===== config.mk =====
export PLATFORM = sky130hd
export DESIGN_NAME = pda_loop
export DESIGN_NICKNAME = d
export VERILOG_FILES = /design/src/hw/rtl/pda_pkg.sv /design/src/hw/rtl/pda_loop.sv
export SDC_FILE = /design/constraint.sdc
export NUM_CORES = 2
export LEC_CHECK = 0
export BUFFER_PORTS_ARGS = -buffer_cell sky130_fd_sc_hd__buf_2
export CAP_MARGIN = 20
export CORE_MARGIN = 8
export CORE_UTILIZATION = 25
export DETAILED_ROUTE_END_ITERATION = 12
export SLEW_MARGIN = 10
export SYNTH_ARGS = -nofsm -noshare
export SYNTH_HDL_FRONTEND = slang
export SYNTH_SLANG_ARGS = --single-unit
export TNS_END_PERCENT = 5

===== constraint.sdc =====
create_clock -name i_clk -period 24.8 [get_ports i_clk]
set_clock_uncertainty 0.15 [all_clocks]
set_input_delay 3.72 -clock i_clk [delete_from_list [all_inputs] [get_ports i_clk]]
set_output_delay 3.72 -clock i_clk [all_outputs]
set_load 0.02 [all_outputs]

===== src/hw/rtl/pda_pkg.sv =====
// ============================================================================
// pda_pkg
// Shared widths, register indexes and the configuration bundle of the PID
// controller with deadband and anti-windup.
// ============================================================================
package pda_pkg;

    localparam int INTEGRAL_WIDTH_DEF = 48;
    localparam int GAIN_W             = 24;
    localparam int LIM_W              = 16;
    localparam int DB_W               = 31;
    localparam int ERR_W              = 32;
    localparam int DIFF_W             = ERR_W + 1;
    localparam int DRV_W              = 17;
    localparam int FRAC_W             = 32;
    localparam int CFG_IDX_W          = 3;
    localparam int CFG_DATA_W         = 31;
    localparam int PKE_W              = GAIN_W + 1 + ERR_W;
    localparam int PKD_W              = GAIN_W + 1 + DIFF_W;
    localparam int ACC_HEAD           = 26;

    typedef logic [CFG_IDX_W-1:0] t_cfg_idx;

    localparam t_cfg_idx CFG_KP  = 3'd0;
    localparam t_cfg_idx CFG_KI  = 3'd1;
    localparam t_cfg_idx CFG_KD  = 3'd2;
    localparam t_cfg_idx CFG_LIM = 3'd3;
    localparam t_cfg_idx CFG_DB  = 3'd4;

    typedef struct packed {
        logic [GAIN_W-1:0] kp;
        logic [GAIN_W-1:0] ki;
        logic [GAIN_W-1:0] kd;
        logic [LIM_W-1:0]  lim;
        logic [DB_W-1:0]   db;
    } t_cfg;

endpackage


===== src/hw/rtl/pda_loop.sv =====
// ============================================================================
// pda_loop
// Integrator loop: anti-windup decision, saturating error sum, stored
// integral product, final truncation and clamp, and the result register.
// ============================================================================
module pda_loop import pda_pkg::*; #(
    parameter int INTEGRAL_WIDTH = INTEGRAL_WIDTH_DEF
) (
    input  logic                            i_clk,
    input  logic                            i_rst_n,
    input  t_cfg                            i_cfg,
    input  logic                            i_ki_wr,
    output logic                            o_busy,
    input  logic                            i_valid,
    output logic                            o_ready,
    input  logic signed [ERR_W-1:0]         i_err,
    input  logic                            i_outside,
    input  logic signed [PKE_W-1:0]         i_pke,
    input  logic signed [INTEGRAL_WIDTH+ACC_HEAD-1:0] i_a,
    output logic                            o_valid,
    input  logic                            i_ready,
    output logic signed [DRV_W-1:0]         o_drive
);

    localparam int W   = INTEGRAL_WIDTH;
    localparam int AW  = W + ACC_HEAD;
    localparam int QW  = AW - FRAC_W;
    localparam int HW  = W - FRAC_W;
    localparam int PHW = GAIN_W + 1 + HW;
    localparam int PLW = GAIN_W + FRAC_W;

    localparam logic signed [W-1:0] SUM_MAX = {1'b0, {(W-1){1'b1}}};
    localparam logic signed [W-1:0] SUM_MIN = {1'b1, {(W-1){1'b0}}};

    logic signed [W-1:0]     r_sum, n_sum;
    logic signed [AW-1:0]    r_pi, n_pi, r_kmx, r_kmn;
    logic signed [DRV_W-1:0] r_prev_drive, r_drive, n_drive;
    logic                    r_out_v, r_rc_pend, r_rc_add;
    logic signed [PHW-1:0]   r_ph;
    logic [PLW-1:0]          r_pl;

    logic                    move, sat, same, integ, ovf;
    logic signed [DRV_W:0]   lim_s;
    logic [W:0]              sum_w;
    logic signed [AW-1:0]    pke_x, acc;
    logic [QW-1:0]           q, mag;
    logic                    frac_nz, neg, big;
    logic [LIM_W-1:0]        mag_c;

    assign o_ready = !r_out_v || i_ready;
    assign move    = i_valid && o_ready;
    assign o_busy  = r_rc_pend || r_rc_add;

    assign lim_s = $signed({2'b00, i_cfg.lim});
    assign sat   = (r_prev_drive == lim_s) || (r_prev_drive == -lim_s);
    assign same  = i_err[ERR_W-1] == r_sum[W-1];
    assign integ = i_outside && !(sat && same);
    assign sum_w = {r_sum[W-1], r_sum} + (W+1)'(i_err);
    assign ovf   = sum_w[W] != sum_w[W-1];
    assign pke_x = AW'(i_pke);

    always_comb begin
        n_sum = r_sum;
        n_pi  = r_pi;
        acc   = i_a + r_pi;
        if (integ) begin
            priority if (ovf && !sum_w[W]) begin
                n_sum = SUM_MAX;
                n_pi  = r_kmx;
                acc   = i_a + r_kmx;
            end else if (ovf) begin
                n_sum = SUM_MIN;
                n_pi  = r_kmn;
                acc   = i_a + r_kmn;
            end else begin
                n_sum = sum_w[W-1:0];
                n_pi  = r_pi + pke_x;
                acc   = i_a + r_pi + pke_x;
            end
        end
    end

    assign q       = acc[AW-1:FRAC_W];
    assign frac_nz = |acc[FRAC_W-1:0];
    assign neg     = acc[AW-1];
    assign mag     = neg ? (~q + QW'(!frac_nz)) : q;
    assign big     = mag > QW'(i_cfg.lim);
    assign mag_c   = big ? i_cfg.lim : mag[LIM_W-1:0];

    always_comb begin
        if (!i_outside) begin
            n_drive = '0;
        end else if (neg) begin
            n_drive = -$signed({1'b0, mag_c});
        end else begin
            n_drive = $signed({1'b0, mag_c});
        end
    end

    always_ff @(posedge i_clk) begin
        if (!i_rst_n) begin
            r_sum        <= '0;
            r_pi         <= '0;
            r_kmx        <= '0;
            r_kmn        <= '0;
            r_prev_drive <= '0;
            r_out_v      <= 1'b0;
            r_rc_pend    <= 1'b0;
            r_rc_add     <= 1'b0;
        end else begin
            r_rc_pend <= i_ki_wr;
            r_rc_add  <= r_rc_pend;
            if (r_rc_pend) begin
                r_kmx <= (AW'(i_cfg.ki) <<< (W-1)) - AW'(i_cfg.ki);
                r_kmn <= -(AW'(i_cfg.ki) <<< (W-1));
            end
            if (r_rc_add) begin
                r_pi <= (AW'(r_ph) <<< FRAC_W) + AW'(r_pl);
            end else if (move) begin
                r_pi <= n_pi;
            end
            if (move) begin
                r_sum        <= n_sum;
                r_prev_drive <= n_drive;
                r_out_v      <= 1'b1;
            end else if (i_ready) begin
                r_out_v <= 1'b0;
            end
        end
    end

    always_ff @(posedge i_clk) begin
        if (r_rc_pend) begin
            r_ph <= $signed({1'b0, i_cfg.ki}) * $signed(r_sum[W-1:FRAC_W]);
            r_pl <= i_cfg.ki * r_sum[FRAC_W-1:0];
        end
        if (move) begin
            r_drive <= n_drive;
        end
    end

    assign o_valid = r_out_v;
    assign o_drive = r_drive;

    a_deadband_zero: assert property (@(posedge i_clk) disable iff (!i_rst_n)
        i_rst_n && move && !i_outside |=> r_drive == '0)
        else $error("drive not zero inside deadband");

    a_deadband_hold: assert property (@(posedge i_clk) disable iff (!i_rst_n)
        i_rst_n && move && !i_outside |=> r_sum == $past(r_sum))
        else $error("error sum changed inside deadband");

    a_clamp: assert property (@(posedge i_clk) disable iff (!i_rst_n)
        i_rst_n && move |=> (r_drive <= $past(lim_s)) && (r_drive >= -$past(lim_s)))
        else $error("drive beyond saturation limit");

    a_sum_sat: assert property (@(posedge i_clk) disable iff (!i_rst_n)
        i_rst_n && move && integ && ovf && !sum_w[W] |=> r_sum == SUM_MAX)
        else $error("error sum did not saturate high");

endmodule


-- After elaboration in Yosys (flattened, before gate mapping)
Index checks and enable logic that the tools add are counted.
- output and inout port bits: 20
- register bits: 404
- bitwise operators: 1
- add/subtract/negate cells: 12
- reductions and logical operators: 17
- $mul: 2
- magnitude comparators: 1
- equal/unequal tests: 4
- mux-type cells: 16
- operators by type and width (operator ; count):
    2-to-1 mux 74 bit ; 8
    adder 74 bit ; 3
    adder 74 x 57 -> 74 bit ; 2
    2-to-1 mux 48 bit ; 2
    adder 73 x 57 -> 74 bit ; 1
    negation 71 -> 74 bit ; 1
    subtractor 71 x 24 -> 72 bit ; 1
    multiplier 24 x 32 -> 56 bit ; 1
    adder 48 x 32 -> 49 bit ; 1
    adder 42 x 1 -> 42 bit ; 1
    greater-than comparator 42 x 16 -> 1 bit ; 1
    2-to-1 mux 42 bit ; 1
    inverter 42 bit ; 1
    multiplier 25 x 16 -> 41 bit ; 1
    2-to-1 mux 17 bit ; 2
    OR reduction 32 bit ; 1
    equality test 17 x 18 -> 1 bit ; 1
    negation 16 -> 18 bit ; 1
    equality test 17 bit ; 1
    negation 16 -> 17 bit ; 1
    2-to-1 mux 16 bit ; 1
    nonzero test 2 bit ; 3
    logical AND 1 bit ; 4
    zero test 1 bit ; 4
    other kinds (5) ; 9

-- Logic depth before layout (Yosys ltp)
- word-level depth: 16
- depth in mapped cells: 69
- mapped depth without buffers: 61

-- Worst setup path after synthesis
Ideal clock, no wire load.
- path kind: input port to flip-flop
- start: input i_err[8]
- end: register r_drive[14], in the netlist o_drive[14], data pin
- setup slack: 7.727 ns
- data arrival time: 16.668 ns
- cell stages on the path: 69
- cell sequence: ha_1 -> a21o_1 -> a21o_1 -> a21oi_1 -> o21ai_0 -> nor4_1 -> a211oi_1 -> nor2_1 -> a21oi_1 -> a211oi_1 -> nor2_1 -> a31oi_1 -> o21ai_0 -> a41oi_1 -> a21oi_1 -> a21o_1 -> a21o_1 -> a21oi_1 -> [... 33 more ...] -> o31ai_1 -> a21oi_1 -> o2111ai_1 -> or4_1 -> nor4_1 -> nand4_1 -> nand4bb_1 -> buf_2 -> or2_1 -> buf_6 -> a21oi_1 -> ha_1 -> nand3_1 -> or4_1 -> o31ai_1 -> xnor2_1 -> mux2i_1 -> and2_1
- cells in the longest elaborated chain, start to end: 14
- RTL lines (item ; line ; text):
    start, declared ; pda_loop.sv:16 ; input logic signed [ERR_W-1:0] i_err,
    adder 48 x 32 -> 49 bit * ; pda_loop.sv:58 ; assign sum_w = {r_sum[W-1], r_sum} + (W+1)'(i_err);
    inequality test 1 bit / zero test 1 bit (equally long branches) ; pda_loop.sv:59, pda_loop.sv:67 ;
    2-to-1 mux 74 bit / logical AND 1 bit (equally long branches) ; pda_loop.sv:71, pda_loop.sv:67 ;
    2-to-1 mux 74 bit * ; pda_loop.sv:67 ; priority if (ovf && !sum_w[W]) begin
    2-to-1 mux 74 bit * ; pda_loop.sv:66 ; if (integ) begin
    OR reduction 32 bit ; pda_loop.sv:84 ; assign frac_nz = |acc[FRAC_W-1:0];
    zero test 1 bit ; pda_loop.sv:86 ; assign mag = neg ? (~q + QW'(!frac_nz)) : q;
    adder 42 x 1 -> 42 bit ; pda_loop.sv:86 ;
    2-to-1 mux 42 bit ; pda_loop.sv:86 ;
    greater-than comparator 42 x 16 -> 1 bit ; pda_loop.sv:87 ; assign big = mag > QW'(i_cfg.lim);
    2-to-1 mux 16 bit ; pda_loop.sv:88 ; assign mag_c = big ? i_cfg.lim : mag[LIM_W-1:0];
    negation 16 -> 17 bit ; pda_loop.sv:94 ; n_drive = -$signed({1'b0, mag_c});
    2-to-1 mux 17 bit * ; pda_loop.sv:93 ; end else if (neg) begin
    2-to-1 mux 17 bit * ; pda_loop.sv:91 ; if (!i_outside) begin
    net n_drive[14] ; pda_loop.sv:37 ; logic signed [DRV_W-1:0] r_prev_drive, r_drive, n_drive;
    end signal, assigned ; pda_loop.sv:138 ; r_drive <= n_drive;
    end, declared ; pda_loop.sv:37 ;
The timed path passes the listed nets; every way through them passes the cells marked *.
A chain may end at the register's enable or synchronous reset.

-- Worst setup path after layout
Ends and elaborated chain as after synthesis.

==> flow_metrics.env <==
export IMPL_crit_path_frequent_cell="a21oi_1"
export IMPL_area_delta_synth_final_pct=9.35
export IMPL_fmax_mhz=51.8
export IMPL_regToRegSetupSlack_ns=8.03
export IMPL_netlist_top_cells_count="nand2_1, inv_1, fa_1"
export IMPL_vias=70600
export IMPL_firstDrtPassIters=8
export IMPL_start_util=0.250
export IMPL_fin_nets=11500
export IMPL_grt_setup_unrepaired="false"
export IMPL_path_buf_inv=5
export IMPL_synth_area_top_cells="fa_1, ha_1, nand2_1, inv_1, dfxtp_1"
export IMPL_clk_path_buf_depth=3
export IMPL_routed_wl_um=299000
export IMPL_die_w_um=568
export IMPL_cts_resized=0
export IMPL_grt_overflow=0
export IMPL_port_buffers=228
export IMPL_path_class="input pin to flop"
export IMPL_maxCapViolCount=0
export IMPL_setup_viol=0
export IMPL_layout_drive_gt1_share=0.0591
export IMPL_synthMostInstantiatedCell="nand2_1"
export IMPL_ys_async_sr_fraction=0
export IMPL_finalCritPeriodShare=0.778
export IMPL_ys_types=104
export IMPL_rows=203
export IMPL_yosysSeqAreaShare=0.0992
export IMPL_worst_setup_path_end_kind="flop"
export IMPL_insertion_delay_ns=0.70
export IMPL_first_iter_violations=6628
export IMPL_place_congestion=1.00
export IMPL_path_max_fanout=29
export IMPL_final_setup_tns_ns=0
export IMPL_syn_inst=9534
export IMPL_worstReg2RegEnd="o_drive[14]"
export IMPL_syn_area_mm2=0.0763
export IMPL_synth_main_ff_cell="dfxtp_1"
export IMPL_cpPeakStageDelay_ns=0.64
export IMPL_worstHoldEndpoint="r_prev_drive[3]"
export IMPL_run_status="complete, no violations"
export IMPL_vdd_ir_drop_max_v=0.0000858
export IMPL_synthesis_nets=11500
export IMPL_fillers=33100
export IMPL_reg2reg_from="r_sum[1]"
export IMPL_ant_nets=0
export IMPL_clock_sinks=321
export IMPL_hold_viol_final=0
export IMPL_tightest_slew_ns=1.28
export IMPL_reg2reg_depth=56
export IMPL_clk_pin_slew_worst_paths_ns=0.06
export IMPL_layout_setup_ws_ns=5.51
export IMPL_routedWlPerCell_um=22.1
export IMPL_vias_per_cell=5.22
export IMPL_post_dp_hpwl_um=237000
export IMPL_yosysTopAreaCellShare=0.255
export IMPL_grt_pass1_wl_um=441000
export IMPL_power_leakage_uw=0.0372
export IMPL_worstSetupStartpoint="i_err[8]"
export IMPL_fin_crit_ns=19.29
export IMPL_crit_slowest_cell="or2_1"
export IMPL_coreArea_mm2=0.305
export IMPL_maxSlewViolCount=0
export IMPL_die_area_mm2=0.323
export IMPL_yosysWarnings=0
export IMPL_place_ws_ns=4.96
export IMPL_drcViolationCount=0
export IMPL_antenna_found_initial=55
export IMPL_hold_class="flop to flop"
export IMPL_cts_htree_levels=2
export IMPL_synth_top_cell_by_area="fa_1"
export IMPL_startpoint_type="input pin"
export IMPL_holdPathStages=2
export IMPL_grt_pass1_vias=68500
export IMPL_post_cts_setup_buffers=0
export IMPL_synth_avg_cell_area_um2=8.00
export IMPL_required_ns=25.04
export IMPL_ys_ff_latch=321
export IMPL_ctsHoldBuffers=0
export IMPL_max_slew_margin=0.137
export IMPL_grtUsageTotal=0.178
export IMPL_grt_max_degree=84
export IMPL_synth_edf_count=114
export IMPL_arrival_ns=19.53
export IMPL_hp_start="r_prev_drive[3]"
export IMPL_cts_buffers=46
export IMPL_crit_family="compound AO/OA/AOI/OAI gates"
export IMPL_io_pins=308
export IMPL_die_y_um=568
export IMPL_root_buffer="clkbuf_16"
export IMPL_power_density_mw_per_mm2=85.9
export IMPL_cts_tree="built"
## through the flow
| step | instances | utilization | hold WS [ns] | cell area, um^2 | power (uW) |
|---|---|---|---|---|---|
| after global routing | 13500 | 0.274 | 0.329 | 83400 | 7800 |
| after global placement | 13400 | 0.268 | 0.300 | 81800 | 6370 |
| after detailed placement | 13400 | 0.268 | 0.307 | 81800 | 6420 |
| final | 13500 | 0.274 | 0.312 | 83400 | 7170 |
| after floorplan | 9534 | - | 0.291 | 76300 | 4720 |
| after CTS | 13500 | 0.273 | 0.313 | 83400 | 7140 |
## worst min-delay path: stages, from the launching register on
cell	delay, ns
dfxtp_1	0.31
nand2_1	0.05
o21ai_1	0.05
## cell families (layout without fill, tap and decap cells)
group,after synthesis,after routing,synth area share
XOR/XNOR,467,467,0.0536
other,0,22,0
adder cells (fa/ha/maj),1703,1703,0.375
flip-flops,321,321,0.0992
AND/OR/NAND/NOR,3154,3154,0.200
buffers and inverters,1671,1644,0.0826
multiplexers,74,74,0.00986
AO/OA/AOI/OAI,2144,2144,0.180
## cells in the final DEF (no fill, tap or decap), types with 29 or more instances in the layout
| cell type | Yosys | final |
|---|---|---|
| dfxtp_1 | 207 | 201 |
| xor2_1 | 159 | 159 |
| nand3_1 | 156 | 156 |
| xnor2_1 | 308 | 308 |
| nand2b_1 | 107 | 107 |
| nor2b_1 | 62 | 62 |
| or2_2 | 28 | 29 |
| a211oi_1 | 99 | 98 |
| buf_4 | 2 | 162 |
| and2_1 | 412 | 412 |
| nor2_1 | 502 | 499 |
| inv_1 | 1164 | 1163 |
| edfxtp_1 | 114 | 114 |
| nand2_1 | 1253 | 1252 |
| o211ai_1 | 49 | 49 |
| buf_2 | 6 | 227 |
| o21ai_0 | 401 | 400 |
| nand4_1 | 118 | 118 |
| o21bai_1 | 93 | 93 |
| a21o_1 | 208 | 208 |
| a21oi_1 | 672 | 671 |
| o21ai_1 | 33 | 34 |
| a221oi_1 | 57 | 57 |
| or4_1 | 31 | 31 |
| fa_1 | 971 | 971 |
| clkbuf_16 | 0 | 47 |
| nor3_1 | 200 | 199 |
| nor4_1 | 44 | 43 |
| o21a_1 | 102 | 102 |
| mux2i_1 | 65 | 65 |
| ha_1 | 732 | 731 |
| or3_1 | 64 | 64 |
| and3_1 | 79 | 79 |
| a31oi_1 | 82 | 82 |
| o31ai_1 | 52 | 52 |
## how the worst max path moves through the flow
stage                             end  slack (ns)  depth (start not counted)
final                     o_drive[14]        5.51                         57
after global routing      o_drive[10]        4.17                         57
after CTS                 o_drive[14]        5.58                         60
after detailed placement  o_drive[14]        4.96                         60
after global placement    o_drive[14]        4.95                         60
after floorplan           o_drive[14]        7.73                         69
## state kept, by name, indices dropped and copies added, names as in the netlist
register      flops
o_drive          17
o_valid           1
r_kmx            65
r_ph             41
r_pi             74
r_pl             56
r_prev_drive     17
r_rc_add          1
r_rc_pend         1
r_sum            48
## report_power, final
group | internal (uW) | switching [uW] | total, uW
Sequential | 782 | 107 | 889
Clock | 393 | 298 | 692
Combinational | 2080 | 3500 | 5590
Total | 3260 | 3910 | 7170
## layer usage
| layer | wire length, um | track usage | vias to the layer above |
|---|---|---|---|
| met3 | 28000 | 0.0317 | 529 |
| met2 | 126000 | 0.270 | 3083 |
| met1 | 127000 | 0.242 | 34800 |
| met5 | 165 | 0 | - |
| met4 | 18700 | 0.0928 | 26 |
| li1 | - | - | 32100 |
## area by class of cell
class	count	area, um^2	share of cell area
diodes	22	55.1	0.000660
flip-flops and latches	321	7580	0.0909
clock buffers	59	1250	0.0150
clock inverters	27	290	0.00348
multi-input cells	7542	62500	0.749
repair buffers	390	2370	0.0284
inverters	1168	4390	0.0526
well taps	3997	5000	0.0599
(Power assumes the default switching activity.)
